**config.mk**
```make
export PLATFORM = sky130hd
export DESIGN_NAME = json_byte_tokenizer_top
export DESIGN_NICKNAME = d
export VERILOG_FILES = /design/src/rtl/jbt_pkg.sv /design/src/rtl/json_byte_tokenizer_top.sv
export VERILOG_INCLUDE_DIRS = /design/src /design/src/rtl
export SDC_FILE = /design/constraint.sdc
export NUM_CORES = 1
export LEC_CHECK = 0
export ABC_CLOCK_PERIOD_IN_PS = 3500
export BUFFER_PORTS_ARGS = -buffer_cell sky130_fd_sc_hd__buf_2
export CAP_MARGIN = 5
export CORE_MARGIN = 1
export CORE_UTILIZATION = 55
export CTS_CLUSTER_DIAMETER = 40
export DETAILED_ROUTE_END_ITERATION = 12
export PLACE_DENSITY = 0.76
export REMOVE_ABC_BUFFERS = 1
export SKIP_LAST_GASP = 1
export SLEW_MARGIN = 20
export SYNTH_ARGS = -nofsm -noshare
export SYNTH_HDL_FRONTEND = slang
export SYNTH_SLANG_ARGS = --single-unit
```
**constraint.sdc**
```tcl
create_clock -name clk -period 3.5 [get_ports clk]
set_input_delay 0.7 -clock clk [delete_from_list [all_inputs] [get_ports clk]]
set_output_delay 0.7 -clock clk [all_outputs]
set_load 0.01 [all_outputs]
```
**src/rtl/json_byte_tokenizer_top_assert.svh**
```systemverilog
// Assertion macros for the JSON byte tokenizer.
// Expects clk and rst_n in the scope of each use.
`ifndef JSON_BYTE_TOKENIZER_TOP_ASSERT_SVH
`define JSON_BYTE_TOKENIZER_TOP_ASSERT_SVH

// hold prop on every clock edge outside reset
`define JBT_ASSERT(lbl, prop, msg) \
  lbl: assert property (@(posedge clk) disable iff (!rst_n) (prop)) else $error(msg);

// hold cons on the edge after ante
`define JBT_ASSERT_NEXT(lbl, ante, cons, msg) \
  lbl: assert property (@(posedge clk) disable iff (!rst_n) (ante) |=> (cons)) \
    else $error(msg);

`endif

```
**src/rtl/jbt_pkg.sv**
```systemverilog
// Package for the JSON byte tokenizer: token and error codes, lexer modes,
// result word layout and character tables. No dependencies.
package jbt_pkg;

  typedef enum logic [3:0] {
    TOK_OBJ_BEGIN = 4'd0,
    TOK_OBJ_END   = 4'd1,
    TOK_ARR_BEGIN = 4'd2,
    TOK_ARR_END   = 4'd3,
    TOK_NUMBER    = 4'd4,
    TOK_STRING    = 4'd5,
    TOK_TRUE      = 4'd6,
    TOK_FALSE     = 4'd7,
    TOK_NULL      = 4'd8
  } tok_t;

  typedef enum logic [2:0] {
    ERR_NONE       = 3'd0,
    ERR_UNEXP_END  = 3'd1,
    ERR_UNEXP_CHAR = 3'd2,
    ERR_LIT_MISM   = 3'd3,
    ERR_BAD_ESC    = 3'd4,
    ERR_UNTERM     = 3'd5
  } err_t;

  typedef enum logic [2:0] {
    MODE_IDLE    = 3'd0,
    MODE_NUMBER  = 3'd1,
    MODE_STRING  = 3'd2,
    MODE_ESCAPE  = 3'd3,
    MODE_UNICODE = 3'd4,
    MODE_LITERAL = 3'd5
  } mode_t;

  localparam logic [1:0] LIT_TRUE  = 2'd0;
  localparam logic [1:0] LIT_FALSE = 2'd1;
  localparam logic [1:0] LIT_NULL  = 2'd2;

  localparam int QDEPTH = 3;

  typedef struct packed {
    tok_t       tok_kind;
    logic       data_valid;
    logic [7:0] data_byte;
    logic       token_end;
    err_t       error_code;
    logic       last;
  } res_t;

  localparam res_t RES_NONE = '{tok_kind: TOK_OBJ_BEGIN, data_valid: 1'b0,
                                data_byte: 8'h00, token_end: 1'b0,
                                error_code: ERR_NONE, last: 1'b0};

  typedef struct packed {
    logic       emit;
    res_t       res;
    logic       to_string;
    logic       to_number;
    logic       to_literal;
    logic [1:0] kind;
  } idle_t;

  typedef struct packed {
    logic       known;
    logic [7:0] val;
  } esc_t;

  function automatic res_t mk_res(tok_t t, logic dv, logic [7:0] b, logic e, err_t err);
    res_t r;
    r            = RES_NONE;
    r.tok_kind   = t;
    r.data_valid = dv;
    r.data_byte  = dv ? b : 8'h00;
    r.token_end  = e;
    r.error_code = err;
    return r;
  endfunction

  function automatic logic is_num_char(logic [7:0] c);
    return (c >= "0" && c <= "9") || c == "-" || c == "+" || c == "." ||
           c == "e" || c == "E";
  endfunction

  function automatic logic [7:0] lit_char(logic [1:0] kind, logic [2:0] pos);
    logic [7:0] ch;
    ch = 8'h00;
    case ({kind, pos})
      {LIT_TRUE, 3'd0}:  ch = "t";
      {LIT_TRUE, 3'd1}:  ch = "r";
      {LIT_TRUE, 3'd2}:  ch = "u";
      {LIT_TRUE, 3'd3}:  ch = "e";
      {LIT_FALSE, 3'd0}: ch = "f";
      {LIT_FALSE, 3'd1}: ch = "a";
      {LIT_FALSE, 3'd2}: ch = "l";
      {LIT_FALSE, 3'd3}: ch = "s";
      {LIT_FALSE, 3'd4}: ch = "e";
      default: begin
        if (kind[1]) begin
          case (pos)
            3'd0:    ch = "n";
            3'd1:    ch = "u";
            3'd2:    ch = "l";
            3'd3:    ch = "l";
            default: ch = 8'h00;
          endcase
        end
      end
    endcase
    return ch;
  endfunction

  function automatic logic [2:0] lit_last_pos(logic [1:0] kind);
    return (kind == LIT_FALSE) ? 3'd4 : 3'd3;
  endfunction

  function automatic tok_t lit_tok(logic [1:0] kind);
    tok_t t;
    unique case (kind)
      LIT_TRUE:  t = TOK_TRUE;
      LIT_FALSE: t = TOK_FALSE;
      default:   t = TOK_NULL;
    endcase
    return t;
  endfunction

  function automatic esc_t esc_map(logic [7:0] c);
    esc_t e;
    e.known = 1'b1;
    e.val   = c;
    case (c)
      "\"", "\\", "/": e.val = c;
      "b":             e.val = 8'h08;
      "f":             e.val = 8'h0C;
      "n":             e.val = 8'h0A;
      "r":             e.val = 8'h0D;
      "t":             e.val = 8'h09;
      default: begin
        e.known = 1'b0;
        e.val   = 8'h00;
      end
    endcase
    return e;
  endfunction

endpackage

```
**src/rtl/json_byte_tokenizer_top.sv**
```systemverilog
// JSON byte tokenizer top level: input register, lexer, result queue.
// Depends on jbt_pkg and json_byte_tokenizer_top_assert.svh.
//
//  channel | ports                                           | direction
//  in      | in_valid in_ready in_data_byte in_end_of_input   | byte in
//  out     | out_valid out_ready out_tok_kind ... out_last    | result out
//
// One byte per clock while out_ready stays high and each byte gives at most one
// result; a byte giving two results holds the input back while the single
// result port drains the three-entry result queue. out_valid rises once the
// byte has passed the input register and been written into the result queue.
// Synchronous reset clears the lexer mode, literal and escape counters and
// all valid flags. An output stall fills the queue, then holds the input.
module json_byte_tokenizer_top (
  input  logic       clk,
  input  logic       rst_n,
  input  logic       in_valid,
  output logic       in_ready,
  input  logic [7:0] in_data_byte,
  input  logic       in_end_of_input,
  output logic       out_valid,
  input  logic       out_ready,
  output logic [3:0] out_tok_kind,
  output logic       out_data_valid,
  output logic [7:0] out_data_byte_res,
  output logic       out_token_end,
  output logic [2:0] out_error_code,
  output logic       out_last
);

  logic       s1_v_r, s1_v_nxt;
  logic [7:0] s1_byte_r;
  logic       s1_eoi_r;
  logic       adv;

  jbt_pkg::mode_t mode_r, mode_nxt;
  logic [1:0] kind_r, kind_nxt;
  logic [2:0] pos_r, pos_nxt;
  logic       mis_r, mis_nxt;
  logic [1:0] uni_r, uni_nxt;

  jbt_pkg::res_t  q_r [jbt_pkg::QDEPTH];
  jbt_pkg::res_t  q_nxt [jbt_pkg::QDEPTH];
  logic [1:0]     q_cnt_r, q_cnt_nxt;
  logic [1:0]     base_idx;
  logic           pop;

  jbt_pkg::idle_t idl;
  jbt_pkg::esc_t  esc;
  jbt_pkg::res_t  res0, res1;
  logic [1:0]     n_res;
  logic [7:0]     c;
  logic           lit_mis_now;
  logic           lit_done;

  assign c           = s1_byte_r;
  assign adv         = s1_v_r && (q_cnt_r <= 2'd1);
  assign in_ready    = !s1_v_r || adv;
  assign s1_v_nxt    = (in_valid && in_ready) || (s1_v_r && !adv);
  assign esc         = jbt_pkg::esc_map(c);
  assign lit_mis_now = mis_r || (c != jbt_pkg::lit_char(kind_r, pos_r));
  assign lit_done    = pos_r >= jbt_pkg::lit_last_pos(kind_r);

  always_ff @(posedge clk) begin
    if (!rst_n) begin
      s1_v_r <= 1'b0;
    end else begin
      s1_v_r <= s1_v_nxt;
    end
    if (in_valid && in_ready) begin
      s1_byte_r <= in_data_byte;
      s1_eoi_r  <= in_end_of_input;
    end
  end

  // idle decode of the current byte
  always_comb begin
    idl            = '0;
    idl.res        = jbt_pkg::RES_NONE;
    case (c)
      "{": begin
        idl.emit = 1'b1;
        idl.res  = jbt_pkg::mk_res(jbt_pkg::TOK_OBJ_BEGIN, 1'b0, 8'h00, 1'b1,
                                   jbt_pkg::ERR_NONE);
      end
      "}": begin
        idl.emit = 1'b1;
        idl.res  = jbt_pkg::mk_res(jbt_pkg::TOK_OBJ_END, 1'b0, 8'h00, 1'b1,
                                   jbt_pkg::ERR_NONE);
      end
      "[": begin
        idl.emit = 1'b1;
        idl.res  = jbt_pkg::mk_res(jbt_pkg::TOK_ARR_BEGIN, 1'b0, 8'h00, 1'b1,
                                   jbt_pkg::ERR_NONE);
      end
      "]": begin
        idl.emit = 1'b1;
        idl.res  = jbt_pkg::mk_res(jbt_pkg::TOK_ARR_END, 1'b0, 8'h00, 1'b1,
                                   jbt_pkg::ERR_NONE);
      end
      ":", ",", " ", 8'h0A, 8'h0D, 8'h09: idl.emit = 1'b0;
      "\"": idl.to_string = 1'b1;
      "t": begin
        idl.to_literal = 1'b1;
        idl.kind       = jbt_pkg::LIT_TRUE;
      end
      "f": begin
        idl.to_literal = 1'b1;
        idl.kind       = jbt_pkg::LIT_FALSE;
      end
      "n": begin
        idl.to_literal = 1'b1;
        idl.kind       = jbt_pkg::LIT_NULL;
      end
      8'h00: begin
        idl.emit = 1'b1;
        idl.res  = jbt_pkg::mk_res(jbt_pkg::TOK_OBJ_BEGIN, 1'b0, 8'h00, 1'b0,
                                   jbt_pkg::ERR_UNEXP_END);
      end
      default: begin
        idl.emit = 1'b1;
        if (c == "-" || (c >= "0" && c <= "9")) begin
          idl.to_number = 1'b1;
          idl.res       = jbt_pkg::mk_res(jbt_pkg::TOK_NUMBER, 1'b1, c, 1'b0,
                                          jbt_pkg::ERR_NONE);
        end else begin
          idl.res = jbt_pkg::mk_res(jbt_pkg::TOK_OBJ_BEGIN, 1'b0, 8'h00, 1'b0,
                                    jbt_pkg::ERR_UNEXP_CHAR);
        end
      end
    endcase
  end

  // next lexer state
  always_comb begin
    mode_nxt = mode_r;
    kind_nxt = kind_r;
    pos_nxt  = pos_r;
    mis_nxt  = mis_r;
    uni_nxt  = uni_r;
    if (s1_eoi_r) begin
      mode_nxt = jbt_pkg::MODE_IDLE;
    end else begin
      unique case (mode_r)
        jbt_pkg::MODE_STRING: begin
          if (c == "\"" || c == 8'h00) begin
            mode_nxt = jbt_pkg::MODE_IDLE;
          end else if (c == "\\") begin
            mode_nxt = jbt_pkg::MODE_ESCAPE;
          end
        end
        jbt_pkg::MODE_ESCAPE: begin
          if (c == "u") begin
            mode_nxt = jbt_pkg::MODE_UNICODE;
            uni_nxt  = 2'd0;
          end else if (esc.known) begin
            mode_nxt = jbt_pkg::MODE_STRING;
          end else begin
            mode_nxt = jbt_pkg::MODE_IDLE;
          end
        end
        jbt_pkg::MODE_UNICODE: begin
          uni_nxt = uni_r + 2'd1;
          if (uni_r == 2'd3) begin
            mode_nxt = jbt_pkg::MODE_STRING;
          end
        end
        jbt_pkg::MODE_LITERAL: begin
          if (lit_done) begin
            mode_nxt = jbt_pkg::MODE_IDLE;
            pos_nxt  = 3'd0;
            mis_nxt  = 1'b0;
          end else begin
            pos_nxt = pos_r + 3'd1;
            mis_nxt = lit_mis_now;
          end
        end
        default: begin
          if (mode_r != jbt_pkg::MODE_NUMBER || !jbt_pkg::is_num_char(c)) begin
            mode_nxt = jbt_pkg::MODE_IDLE;
            if (idl.to_string) begin
              mode_nxt = jbt_pkg::MODE_STRING;
            end else if (idl.to_number) begin
              mode_nxt = jbt_pkg::MODE_NUMBER;
            end else if (idl.to_literal) begin
              mode_nxt = jbt_pkg::MODE_LITERAL;
              kind_nxt = idl.kind;
              pos_nxt  = 3'd1;
              mis_nxt  = 1'b0;
            end
          end
        end
      endcase
    end
  end

  // results of the current byte
  always_comb begin
    res0  = jbt_pkg::RES_NONE;
    res1  = jbt_pkg::RES_NONE;
    n_res = 2'd0;
    if (s1_eoi_r) begin
      unique case (mode_r)
        jbt_pkg::MODE_NUMBER: begin
          n_res = 2'd1;
          res0  = jbt_pkg::mk_res(jbt_pkg::TOK_NUMBER, 1'b0, 8'h00, 1'b1,
                                  jbt_pkg::ERR_UNEXP_END);
        end
        jbt_pkg::MODE_STRING, jbt_pkg::MODE_ESCAPE, jbt_pkg::MODE_UNICODE: begin
          n_res = 2'd1;
          res0  = jbt_pkg::mk_res(jbt_pkg::TOK_STRING, 1'b0, 8'h00, 1'b1,
                                  jbt_pkg::ERR_UNTERM);
        end
        jbt_pkg::MODE_LITERAL: begin
          n_res = 2'd1;
          res0  = jbt_pkg::mk_res(jbt_pkg::lit_tok(kind_r), 1'b0, 8'h00, 1'b1,
                                  jbt_pkg::ERR_UNEXP_END);
        end
        default: n_res = 2'd0;
      endcase
    end else begin
      unique case (mode_r)
        jbt_pkg::MODE_NUMBER: begin
          if (jbt_pkg::is_num_char(c)) begin
            n_res = 2'd1;
            res0  = jbt_pkg::mk_res(jbt_pkg::TOK_NUMBER, 1'b1, c, 1'b0,
                                    jbt_pkg::ERR_NONE);
          end else begin
            res0  = jbt_pkg::mk_res(jbt_pkg::TOK_NUMBER, 1'b0, 8'h00, 1'b1,
                                    jbt_pkg::ERR_NONE);
            res1  = idl.res;
            n_res = idl.emit ? 2'd2 : 2'd1;
          end
        end
        jbt_pkg::MODE_STRING: begin
          if (c == "\"") begin
            n_res = 2'd1;
            res0  = jbt_pkg::mk_res(jbt_pkg::TOK_STRING, 1'b0, 8'h00, 1'b1,
                                    jbt_pkg::ERR_NONE);
          end else if (c == 8'h00) begin
            n_res = 2'd1;
            res0  = jbt_pkg::mk_res(jbt_pkg::TOK_STRING, 1'b0, 8'h00, 1'b1,
                                    jbt_pkg::ERR_UNTERM);
          end else if (c != "\\") begin
            n_res = 2'd1;
            res0  = jbt_pkg::mk_res(jbt_pkg::TOK_STRING, 1'b1, c, 1'b0,
                                    jbt_pkg::ERR_NONE);
          end
        end
        jbt_pkg::MODE_ESCAPE: begin
          if (c != "u") begin
            n_res = 2'd1;
            if (esc.known) begin
              res0 = jbt_pkg::mk_res(jbt_pkg::TOK_STRING, 1'b1, esc.val, 1'b0,
                                     jbt_pkg::ERR_NONE);
            end else begin
              res0 = jbt_pkg::mk_res(jbt_pkg::TOK_STRING, 1'b0, 8'h00, 1'b1,
                                     jbt_pkg::ERR_BAD_ESC);
            end
          end
        end
        jbt_pkg::MODE_UNICODE: n_res = 2'd0;
        jbt_pkg::MODE_LITERAL: begin
          if (lit_done) begin
            n_res = 2'd1;
            res0  = jbt_pkg::mk_res(jbt_pkg::lit_tok(kind_r), 1'b0, 8'h00, 1'b1,
                                    lit_mis_now ? jbt_pkg::ERR_LIT_MISM
                                                : jbt_pkg::ERR_NONE);
          end
        end
        default: begin
          res0  = idl.res;
          n_res = idl.emit ? 2'd1 : 2'd0;
        end
      endcase
    end
    if (n_res == 2'd2) begin
      res1.last = 1'b1;
    end else begin
      res0.last = 1'b1;
    end
  end

  always_ff @(posedge clk) begin
    if (!rst_n) begin
      mode_r <= jbt_pkg::MODE_IDLE;
      kind_r <= 2'd0;
      pos_r  <= 3'd0;
      mis_r  <= 1'b0;
      uni_r  <= 2'd0;
    end else if (adv) begin
      mode_r <= mode_nxt;
      kind_r <= kind_nxt;
      pos_r  <= pos_nxt;
      mis_r  <= mis_nxt;
      uni_r  <= uni_nxt;
    end
  end

  // result queue: head at entry 0, shift on pop, append behind the tail
  assign pop      = (q_cnt_r != 2'd0) && out_ready;
  assign base_idx = q_cnt_r - {1'b0, pop};

  always_comb begin
    for (int i = 0; i < jbt_pkg::QDEPTH; i++) begin
      q_nxt[i] = q_r[i];
      if (pop && i < jbt_pkg::QDEPTH - 1) begin
        q_nxt[i] = q_r[i + 1];
      end
      if (adv && n_res != 2'd0 && base_idx == 2'(i)) begin
        q_nxt[i] = res0;
      end
      if (adv && n_res == 2'd2 && base_idx + 2'd1 == 2'(i)) begin
        q_nxt[i] = res1;
      end
    end
    q_cnt_nxt = base_idx + (adv ? n_res : 2'd0);
  end

  always_ff @(posedge clk) begin
    if (!rst_n) begin
      q_cnt_r <= 2'd0;
    end else begin
      q_cnt_r <= q_cnt_nxt;
    end
    for (int i = 0; i < jbt_pkg::QDEPTH; i++) begin
      q_r[i] <= q_nxt[i];
    end
  end

  assign out_valid         = q_cnt_r != 2'd0;
  assign out_tok_kind      = q_r[0].tok_kind;
  assign out_data_valid    = q_r[0].data_valid;
  assign out_data_byte_res = q_r[0].data_byte;
  assign out_token_end     = q_r[0].token_end;
  assign out_error_code    = q_r[0].error_code;
  assign out_last          = q_r[0].last;

`include "json_byte_tokenizer_top_assert.svh"

  `JBT_ASSERT(a_lit_pos,
    mode_r != jbt_pkg::MODE_LITERAL || (pos_r >= 3'd1 && pos_r <= 3'd4),
    "literal position out of range")
  `JBT_ASSERT(a_content,
    !(out_valid && out_data_valid) || (!out_token_end && out_error_code == jbt_pkg::ERR_NONE),
    "content byte carries end or error")
  `JBT_ASSERT_NEXT(a_q_full, q_cnt_r == 2'd0, q_cnt_r <= 2'd2,
    "queue filled past two from empty")

endmodule
```
== Yosys cells after proc, flatten, opt, wreduce, memory -nomap -nowiden ==
Memory sizes are Yosys's and may differ from the RTL's.
Cells that the tools add are included.
Storage, ports and cells
  register bits: 23
  bits in writable memories: 54
  bits of input ports: 13
  output and inout bits: 20
  logic and storage cells: 207
  memories: 1
Memories
  q_r: depth 3, bits a word 18, read ports 3, clocked after Yosys merged registers in 0, wr ports 3, line json_byte_tokenizer_top.sv:42  | jbt_pkg::res_t q_r [jbt_pkg::QDEPTH];
Operators by class
  add/sub/neg operators: 5
  $lt $le $gt $ge: 4
  equality and inequality tests: 57
  mux-type cells: 75
  bitwise gates (word level): 5
  reductions and logical operators: 51
Operator list (count)
  $mux 18: 13
  $pmux 18 s6: 1
  $eq 8x7->1 const B: 13
  $pmux 18 s5: 1
  $mux 17: 5
  $eq 8x6->1 const B: 8
  $pmux 7 s8: 1
  $pmux 18 s3: 1
  $mux 3: 16
  $pmux 8 s6: 1
  $mux 14: 2
  $eq 5x4->1 const B: 5
  $eq 8x4->1 const B: 3
  $pmux 7 s3: 1
  $mux 1: 18
  $ne 8x7->1 const B: 2
  $reduce_or 15->1: 1
  $mux 2: 7
  $reduce_and 7->1: 2
  $logic_and 1x1->1: 13
  $eq 3x2->1 const B: 4
  $pmux 3 s4: 1
  $eq 5x2->1 const B: 2
  $logic_or 1x1->1: 10
  42 further kinds: 66

== Logic depth before layout (Yosys ltp) ==
  depth after elaboration: 15
  mapped depth: 13
  mapped depth without buffers: 12

== Worst setup path after synthesis ==
No wires, ideal clock.
  path type: register -> register
  start point: register, netlist name kind_r[0]
  end point: memory q_r[0][18] in the netlist's numbering, enable pin
  library setup time: 363 ps
  data arrival time: 2650 ps
  required time: 3137 ps
  setup slack: 487 ps
  stages on the path, launching flop included: 11
  path buffers: 1
  period minus slack after synthesis: 3013 ps
  cell sequence: dfxtp_1 -> clkbuf_1 -> nand2b_1 -> ha_1 -> o21ai_0 -> a211oi_1 -> nand2b_1 -> o311ai_4 -> a21oi_1 -> o21ai_0 -> nand2_1
RTL lines (line)
  end: declaration: json_byte_tokenizer_top.sv:42

==> flow_summary.toml <==
[run_status]
status = "finished, violations left"
failed_checks = "design-rule violations"

[drt]
route.met2.wl_um = 5760
met3_wirelength_um = 698
detail_route.wl_per_cell_um = 17.7
drt_iter0_markers = 296
drt-vias-per-instance = 6.29
totalWireLength_um = 12300
firstDrtPassIters = 11
drcViolationCount = 1
total_via_count_in_the_routed_design = 4355
top_layer_used = "met4"
route.antenna.remaining_nets = 0
wl_met1_um = 5250

[floorplan]
core.rowCount = 34
initial_core_util_pct = 57.6
die_height_um = 98.3
design.die.area_sq_mm = 0.00966
top_level_ports = 33
die_width_um = 98.3
design.core.area_sq_mm = 0.00885

[clock_tree]
insertion_delay_ns = 0.35
cts.path.max_buffers = 2
tritoncts = "built"
number_of_buffers_inserted_during_clock_tree_synthesis = 9
tritoncts_num_sinks = 77
clk_transition_reported_paths_ns = 0.09
cts_setup_buffers = 0
h-tree-depth = 3
cts_root_buf = "clkbuf_8"

[place]
portBuffers = 32
half_perimeter_wire_length_after_detailed_placement_um = 9370
gp_congestion = 0.984
dpl_cell_area_sq_mm = 0.00541

[synth]
postSynth.topFlopCell = "edfxtp_1"
synthDominantCellAreaShare_pct = 33.6
ys_warn_count = 0
netlist_top_cells_area = "edfxtp_1, dfxtp_1, mux2i_1"
synthSimpleGateAreaFrac_pct = 23.7
synth_seq_cells = 77
avgSynthCellArea_sq_um = 9.28
async_flop_share_pct = 0
synthDistinctLibCells = 71
fraction_of_synthesized_area_in_multiplexers_pct = 5.30
largest_family_of_logic_cells_by_synthesized_area = "simple AND/OR/NAND/NOR gates"
synth-adder-area-share_pct = 2.70
postSynthCellCount = 549
synth_seq_area_share_pct = 41.4
synth.largest_area_cell = "edfxtp_1"
synth-edff-count = 57
synth_xor_xnor_area_share_pct = 1.55
synth.cell_area_sq_mm = 0.00510
complex_gate_fraction_of_the_synthesized_area_pct = 19.4

[worst_setup_path]
critical_path.slowest_cell = "or4_1"
critical-path-max-stage-delay_ns = 0.66
timing.critical_path.depth = 8
critPathArrivalTime_ns = 3.33
worstSetupEndpointType = "register"
timing.critical_path.from_type = "register"
timing.critical_path.required_ns = 3.61
critical_path_class = "reg -> reg"
r2r_depth = 8
timing.critical_path.max_delay_family = "simple AND/OR/NAND/NOR gates"
timing.critical_path.cells = "nand2b_1 -> or4_1 -> nand3_2 -> nor3_1 -> a21boi_2 -> and2_0 -> nor2_1 -> a22o_1"
buffers_and_inverters_on_the_worst_path = 0
timing.critical_path.fanout_max = 16

[cells_and_area]
ant_diodes = 0
final_nets = 603
syn_to_final_growth_pct = 9.85
final_layout_size_suffix_gt1_share_pct = 17.0
design_area_sq_mm = 0.00560

[power_and_ir_drop]
total_power_divided_by_cell_area_mw_per_mm2 = 519
power.static_leakage_nw = 2.09
max-vdd-ir-drop_v = 0.000261

[worst_hold_path]
timing.hold.worst_path_depth = 1
worst_hold_path_type = "in -> reg"

[grt]
grt_pass1_vias = 4106
grt_pass1_wl_um = 20300
grt.overflow.total = 0
grt_util_all_layers_pct = 26.6
pin_count_of_the_biggest_net_entering_global_routing = 20
grt_antenna_before_repair = 0

[timing]
worst_slew_margin_rel_pct = 52.7
max_freq_mhz = 310
fin_setup_tns_ns = 0
period_needed_ns = 3.22
slew_viol_final = 0
grt_setup_unrepaired = "no"
final.setup_skew_ns = 0.0152
worst_pin_slew_ns = 0.708
final.period_utilization_pct = 92.0
finalHoldViolations = 0
timing.final.setup_violations = 0

[flow_run]
max_cap_violations = 0
-- Yosys cell counts (3+ instances only) --
cell / instances
a211o_1: 4
a211oi_1: 9
a21boi_0: 3
a21o_1: 6
a21oi_1: 23
a221oi_1: 5
a22o_1: 4
a22oi_1: 6
a31oi_1: 10
and2_1: 19
and3_1: 3
buf_2: 9
buf_4: 17
clkbuf_1: 16
dfxtp_1: 20
edfxtp_1: 57
ha_1: 11
inv_1: 14
mux2i_1: 27
nand2_1: 43
nand2b_1: 13
nand3_1: 17
nand3b_1: 3
nand4_1: 8
nor2_1: 60
nor2b_1: 17
nor3_1: 21
nor4_1: 3
o211ai_1: 3
o21a_1: 3
o21ai_0: 18
o221ai_1: 3
o22ai_1: 5
o31ai_1: 3
or2_2: 4
or3_1: 9
xnor2_1: 6
xor2_1: 3
-- cells in the final DEF, fill, tap and decap left out, types with 13 or more instances in the layout --
cell / count
a21oi_1: 23
and2_1: 19
buf_2: 32
buf_4: 27
dfxtp_1: 20
edfxtp_1: 57
inv_1: 14
mux2i_1: 27
nand2_1: 43
nand2b_1: 13
nand3_1: 17
nor2_1: 60
nor2b_1: 17
nor3_1: 21
o21ai_0: 18
-- worst paths after layout --
path	start	to	slack (ns)
worst min-delay path	in_data_byte[4]	c[4]	0.52
worst min register to register	q_r[0][39]	q_r[0][39]	0.52
worst max-delay path	c[4]	q_r[0][50]	0.28
worst max register to register	c[4]	q_r[0][50]	0.28
-- stage by stage --
| step | power (mW) | setup WS, ns | utilization (%) | std cells | hold slack (ns) |
|---|---|---|---|---|---|
| 2_1_floorplan | 1.94 | 0.231 | - | 506 | 0.463 |
| 3_3_place_gp | 2.25 | 0.407 | 61.1 | 676 | 0.486 |
| 3_5_place_dp | 2.28 | 0.349 | 61.1 | 676 | 0.499 |
| 4_1_cts | 2.91 | 0.295 | 63.2 | 692 | 0.503 |
| 5_1_grt | 3.06 | 0.0812 | 63.3 | 692 | 0.500 |
| 6_report | 2.90 | 0.279 | 63.3 | 692 | 0.517 |
-- state kept, by name, indices dropped and copies added (netlist names) --
signal    flops
c             8
kind_r        2
mis_r         1
mode_r        3
pos_r         3
q_cnt_r       2
q_r          54
s1_eoi_r      1
s1_v_r        1
uni_r         2
-- timing repair --
action                                  in CTS  in global routing
resized for setup                            0                  1
endpoints found under the setup margin       0                  1
hold buffers                                 0                  0
-- logic make-up (layout without fill, tap and decap cells) --
| group | count (synthesis) | count (layout) |
|---|---|---|
| buffers and inverters | 57 | 92 |
| adder cells (fa/ha/maj) | 11 | 11 |
| multiplexers | 27 | 27 |
| XOR/XNOR | 9 | 9 |
| flip-flops | 77 | 77 |
| AO/OA/AOI/OAI | 132 | 132 |
| AND/OR/NAND/NOR | 236 | 236 |
-- where the power goes --
group	total, mW	internal, mW	switching [mW]
sequential	1.32	1.24	0.0870
combinational	0.942	0.370	0.571
clock	0.638	0.269	0.369
total	2.90	1.88	1.03
-- worst reg2reg max path: stages, from the launching register on --
cell      delay [ns]
edfxtp_1        0.64
nand2b_1        0.27
or4_1           0.66
nand3_2         0.17
nor3_1          0.09
a21boi_2        0.36
and2_0          0.35
nor2_1          0.19
a22o_1          0.26
-- layer usage --
layer,GRT usage [%],vias up
li1,-,2094
met1,33.6,2027
met2,44.1,182
met3,5.23,52
met4,12.1,0
met5,0,-
-- cell type report --
cell class	count	area, sq um
flip-flops and latches	77	2110
well taps	108	135
clock buffers	9	124
clock inverters	7	57.6
inverters	14	52.6
multi-input cells	415	2690
repair buffers	62	423
fillers	729	3250
Note: power is estimated with default switching activity, not from simulation.
